## src/rtl/core/imm_pkg.sv

```systemverilog
package imm_pkg;

  // Width of the size register and the size that it takes at reset.
  localparam int SIZE_W = 5;
  localparam logic [SIZE_W-1:0] SIZE_RESET = 5'd16;

  // Kind of element carried by an input transaction.
  localparam logic REQ_B = 1'b0;
  localparam logic REQ_A = 1'b1;

  typedef struct packed {
    logic               req_type;
    logic signed [15:0] element_value;
  } imm_req_t;

  typedef struct packed {
    logic signed [39:0] product_value;
    logic        [3:0]  row_index;
    logic        [3:0]  col_index;
    logic               row_last;
  } imm_result_t;

  // Fixed-width part of the token that walks along the cell chain.
  typedef struct packed {
    logic               valid;
    logic               is_a;
    logic               row_end;
    logic        [3:0]  row_index;
    logic signed [15:0] value;
  } imm_tok_t;

endpackage

```

## src/rtl/core/imm_cell.sv

```systemverilog
module imm_cell import imm_pkg::*; #(
  parameter int N_MAX = 16,
  parameter int CELL  = 0,
  localparam int ADDR_W = (N_MAX > 1) ? $clog2(N_MAX * N_MAX) : 1,
  localparam int CNT_W  = $clog2(N_MAX + 1)
) (
  input  logic              clk,
  input  logic              rst,
  input  logic              clear,
  input  logic [CNT_W-1:0]  act_size,
  input  imm_tok_t          tok_in,
  input  logic [ADDR_W-1:0] k_in,
  output imm_tok_t          tok_out,
  output logic [ADDR_W-1:0] k_out,
  output logic              res_valid,
  output imm_result_t       res
);

  // The whole of B in flat row-major order of the size in use. Every cell keeps
  // its own copy, so a later size reads the kept elements at the same places.
  logic signed [15:0] mem [N_MAX*N_MAX];
  logic signed [15:0] rd_data;
  logic [ADDR_W-1:0]  rd_addr;

  logic               cell_on;
  logic               cell_last;

  logic               s1_valid;
  logic               s1_end;
  logic        [3:0]  s1_row;
  logic signed [15:0] s1_val;

  logic               s2_valid;
  logic               s2_end;
  logic        [3:0]  s2_row;
  logic signed [31:0] s2_prod;

  logic signed [39:0] sum;
  logic signed [39:0] sum_next;

  assign cell_on   = CNT_W'(CELL) < act_size;
  assign cell_last = CNT_W'(CELL) == CNT_W'(act_size - 1'b1);

  // An A element carries the start of its row of B; this cell takes its column.
  assign rd_addr = k_in + ADDR_W'(CELL);

  // The token moves on to the next cell every cycle.
  always_ff @(posedge clk) begin
    if (rst) begin
      tok_out <= '0;
    end else begin
      tok_out <= tok_in;
    end
    k_out <= k_in;
  end

  always_ff @(posedge clk) begin
    if (tok_in.valid && (tok_in.is_a == REQ_B)) begin
      mem[k_in] <= tok_in.value;
    end
    rd_data <= mem[rd_addr];
  end

  always_ff @(posedge clk) begin
    if (rst) begin
      s1_valid <= 1'b0;
      s2_valid <= 1'b0;
    end else begin
      s1_valid <= tok_in.valid && (tok_in.is_a == REQ_A) && cell_on;
      s2_valid <= s1_valid;
    end
    s1_end  <= tok_in.row_end;
    s1_row  <= tok_in.row_index;
    s1_val  <= tok_in.value;
    s2_end  <= s1_end;
    s2_row  <= s1_row;
    s2_prod <= s1_val * rd_data;
  end

  assign sum_next = sum + 40'(s2_prod);

  always_ff @(posedge clk) begin
    if (rst || clear) begin
      sum       <= '0;
      res_valid <= 1'b0;
    end else begin
      res_valid <= s2_valid && s2_end;
      if (s2_valid) begin
        sum <= s2_end ? '0 : sum_next;
      end
    end
    res.product_value <= sum_next;
    res.row_index     <= s2_row;
    res.col_index     <= 4'(CELL);
    res.row_last      <= cell_last;
  end

endmodule

```

## config.mk

```make
export PLATFORM = sky130hd
export DESIGN_NAME = imm_cell
export DESIGN_NICKNAME = d
export VERILOG_FILES = /design/src/rtl/core/imm_pkg.sv /design/src/rtl/core/imm_cell.sv
export SDC_FILE = /design/constraint.sdc
export NUM_CORES = 2
export LEC_CHECK = 0
export BUFFER_PORTS_ARGS = -buffer_cell sky130_fd_sc_hd__buf_2
export CORE_UTILIZATION = 45
export CTS_CLUSTER_SIZE = 10
export DETAILED_ROUTE_END_ITERATION = 10
export SYNTH_ARGS = -nofsm -noshare
export SYNTH_HDL_FRONTEND = slang
export SYNTH_SLANG_ARGS = --single-unit
export TNS_END_PERCENT = 100
```

## constraint.sdc

```tcl
create_clock -name clk -period 16.6 [get_ports clk]
set_clock_uncertainty 0.2 [all_clocks]
set_input_delay 4.15 -clock clk [delete_from_list [all_inputs] [get_ports clk]]
set_output_delay 4.15 -clock clk [all_outputs]
set_load 0.02 [all_outputs]
```

Word-level counts from Yosys, hierarchy flattened
Memories as Yosys holds them, arrays and structs flattened. A register that Yosys moved wholly into a read port is not among the register bits.
Cells that the tools add are included.
{"block": "word_totals", "ram_bits": 4096, "regBits": 177, "memories": 1, "output_inout_bits": 81, "word_cells": 34}
{"memory": "mem", "depth": 256, "word_bits": 16, "read_ports": 1, "rd_ports_with_merged_regs": 1, "wr": 1, "line": "imm_cell.sv:21", "rtl": "logic signed [15:0] mem [N_MAX*N_MAX];"}
{"block": "classes", "n_addsub": 2, "mux": 3, "mul": 1, "magnitude_cmp": 1, "n_reduce_logical": 6, "n_bitwise": 1}
{"op": "adder 40 x 32 -> 40 bit", "n": 1}
{"op": "two-way mux 40 bit", "n": 1}
{"op": "multiplier 16 x 16 -> 32 bit", "n": 1}
{"op": "logical NOT 5 bit", "n": 1}
{"op": "< comparator 1 x 5 -> 1 bit (first input constant)", "n": 1}
{"op": "subtractor 5 x 1 -> 5 bit (second input constant)", "n": 1}
{"op": "logical AND 1 bit", "n": 4}
{"op": "two-way mux 1 bit", "n": 2}
{"op": "logical OR 1 bit", "n": 1}
{"op": "NOT 1 bit", "n": 1}

Logic depth before layout (Yosys ltp)
{"block": "logic_depth", "ltp_word": 4, "depth_mapped": 24, "mapped_depth_nobuf": 22}

Worst setup path before layout
No wires, ideal clock.
{"block": "synth_path", "path_type": "input -> register", "startpoint": "input k_in[2]", "endpoint": "memory mem[148][0] (enable)", "stages": 9, "setup_ns": 0.409, "path_buffers": 6, "arrival_ns": 7.164, "slack_ns": 8.826, "cell_sequence": "clkbuf_1 buf_2 buf_4 buf_2 buf_2 buf_2 nor2b_1 nand2_1 nor3_1"}
{"element": "start: declaration", "line": "imm_cell.sv:12", "rtl": "input logic [ADDR_W-1:0] k_in,"}
{"element": "end: declaration", "line": "imm_cell.sv:21"}
Straight into the memory's write port.

==> flow_summary.yaml <==
clock_tree:
  tritoncts: "yes"
  path_clk_slew_ps: 60
  post_cts_buffers: 0
  clockBufferDepth: 4
  numCtsBuffers: 477
  cts_hold_buf: 0
  htreeDepth: 5
  cts-root-buf: "clkbuf_16"
  post_cts_resized: 0
  cts_sinks: 4289
  clk_latency_ps: 1000
timing:
  max_freq_ghz: 0.114
  post-route-min-period_ps: 8740
  max-slew-margin-rel_pct: 17.0
  slew_viol_final: 0
  rsz0062_at_grt: "false"
  post-route-period-util_pct: 52.6
  final.setup.tns_ps: 0
  hold_ws_ps: 124
  finalHoldViolations: 0
  tightestPinTransition_ps: 1240
  setup_violations: 0
drt:
  viasPerCell: 6.07
  route.detailed.drc: 0
  routedWlPerCell_um: 33.4
  vias: 81900
  drtPass1Iterations: 7
  routed_wl_mm: 451
  drtIter0Drc: 10200
  drtAntennaViolNets: 0
worst_setup_path:
  crit_path_max_incr_delay_ps: 740
  path_max_fanout: 71
  startpoint_type: "input pin"
  path_buf_inv: 4
  crit_required_ps: 17280
  critPathKind: "in -> reg"
  r2r_slack_ps: 8990
  cp_top_family: "buffers and inverters"
  reg2reg_depth: 19
  worstPathCellList: "buf_8 > buf_4 > buf_4 > buf_4 > mux4_2 > mux4_2 > mux4_2 > nor2b_1 > nor3_1 > a211o_1"
  arrival_ps: 9420
  r2r-start: "rd_data[5]$_DFF_P_"
  r2r_end: "s2_prod[31]$_DFF_P_"
  critPathCaptureType: "register"
  crit_path_top_delay_cell: "buf_4"
hold_path:
  holdPathStages: 0
  hold_end: "s2_row[2]$_DFF_P_"
  min_from: "s1_row[2]$_DFF_P_"
  min_path_type: "reg -> reg"
grt:
  globalRoute.totalOverflow: 0
  grt_pass1_wl_mm: 644
  grtUsageTotal_pct: 23.3
  grt_max_degree: 161
  grt_pass1_vias: 83900
  antenna_found_initial: 28
yosys:
  synth.top_cells.by_area: "edfxtp_1 (71%), mux4_2 (17%), fa_1 (3.0%)"
  syn_area_per_cell_um2: 21.8
  yosysWarnings: 0
  synth_fa_ha_area_share_pct: 3.92
  ys_seq_elements: 4289
  synth-edff-count: 4096
  yosysSeqAreaShare_pct: 73.3
  yosys.area.top_type: "edfxtp_1"
  synthCells: 7954
  ys_types: 61
  muxShareOfSynthArea_pct: 17.1
  yosys.area_share.simple_pct: 2.31
  synth_top_family_by_area: "multiplexers"
  synthXorXnorAreaFrac_pct: 0.349
  netlist_area_um2: 173000
  synth_flop_cell: "edfxtp_1"
  synth_compound_gate_area_share_pct: 1.22
  synthArstFlopShare_pct: 0
  synth_top_area_share_pct: 71.1
die:
  num_rows: 227
  core-area_um2: 383000
  fp.dieW_um: 622
  dieHeight_um: 622
  start_util_pct: 45.2
  ios: 120
  design.die.area_um2: 387000
power:
  power_mw: 29.1
  ir_drop_mv: 0.389
  p_per_area_nw_per_um2: 151
  p_leak_nw: 61.8
cells_and_area:
  fin_nets: 8729
  final_cells: 13500
  design_area_um2: 193000
  drive_above_1_share_pct: 28.2
  final_common_cell: "edfxtp_1"
  syn_to_final_growth_pct: 11.8
  final_cell_mix: "edfxtp_1 (4096), mux4_2 (1304), clkbuf_16 (481), inv_1 (292), fa_1 (263)"
flow_run:
  cap_violations: 0
placement:
  dp_hpwl_mm: 268
  numPortBuffers: 115
  gp_congestion: 0.843
  dp_cells: 12900
  placed_cell_area_um2: 180000
outcome:
  status: "completed"
==> worst max-delay path by stage <==
| stage | startpoint | end | slack (ps) | cells after the start |
|---|---|---|---|---|
| CTS | k_in[1] | rd_data[10]$_DFF_P_ | 7950 | 10 |
| global route | k_in[1] | rd_data[10]$_DFF_P_ | 7720 | 10 |
| global placement | k_in[1] | rd_data[10]$_DFF_P_ | 6900 | 10 |
| floorplan | k_in[2] | mem[148][0]$_DFFE_PP_ | 8830 | 9 |
| detailed placement | k_in[1] | rd_data[10]$_DFF_P_ | 6890 | 10 |
| finish | k_in[1] | rd_data[10]$_DFF_P_ | 7860 | 10 |
==> cells by family (layout without fill, tap and decap cells) <==
family,Yosys count,in the layout
flops,4289,4289
mux,1333,1333
other cells,1,10
fa+ha+maj,384,384
compound gates,310,310
buf+inv,705,1204
simple gates,863,863
xor+xnor,69,69
==> registers in the layout, indices dropped and copies added, names as in the netlist, 4 cells and up <==
signal / cells
s2_prod: 32
k_out: 8
s2_row: 4
tok_out: 23
s1_row: 4
s1_val: 16
mem: 4096
rd_data: 16
sum: 40
res: 45
==> cells in the mapped netlist, types with 24 or more instances <==
| cell type | number |
|---|---|
| fa_1 | 263 |
| ha_1 | 121 |
| and2_1 | 132 |
| buf_4 | 37 |
| dfxtp_1 | 193 |
| edfxtp_1 | 4096 |
| nor2_1 | 335 |
| nand3_1 | 37 |
| nand2_1 | 208 |
| nor2b_1 | 77 |
| xnor2_1 | 47 |
| a21o_1 | 24 |
| inv_1 | 292 |
| clkbuf_1 | 207 |
| o21ai_0 | 41 |
| buf_2 | 122 |
| buf_1 | 27 |
| mux4_2 | 1304 |
| a21oi_1 | 84 |
==> layout make-up <==
type | count | area, um^2
Fill cell | 29600 | 189000
Multi-Input combinational cell | 2963 | 43900
Clock inverter | 42 | 576
Tap cell | 5038 | 6300
Sequential cell | 4289 | 127000
Antenna cell | 6 | 15.0
Inverter | 293 | 1100
Timing Repair Buffer | 282 | 2230
Clock buffer | 587 | 12500
==> worst reg2reg max path: cells and delay by family (launching register included) <==
family / cells / cell delay (ps)
flip-flops: 1 / 1060
adder cells (fa/ha/maj): 7 / 2780
XOR/XNOR: 1 / 140
AO/OA/AOI/OAI: 8 / 2930
buffers and inverters: 2 / 90
AND/OR/NAND/NOR: 1 / 300
==> per-stage QoR <==
step | setup WS (ps) | utilization (%)
finish | 7860 | 50.6
CTS | 7950 | 50.6
detailed placement | 6890 | 47.2
global placement | 6900 | 47.2
floorplan | 8830 | -
global route | 7720 | 50.6
==> power breakdown <==
group | internal (mW) | total (mW) | leakage (nW) | switching, mW
clock network | 5.23 | 9.26 | 6.35 | 4.03
logic | 3.27 | 7.70 | 17.0 | 4.43
registers | 12.1 | 12.2 | 38.4 | 0.0812
==> layer usage <==
metal	track usage (%)	routed length, um	vias up
li1	-	-	33100
met1	33.3	185000	44800
met2	37.5	219000	3433
met3	3.66	33500	593
met4	6.68	13700	10
met5	0	78	-
Power figures use the tool's default switching activity.
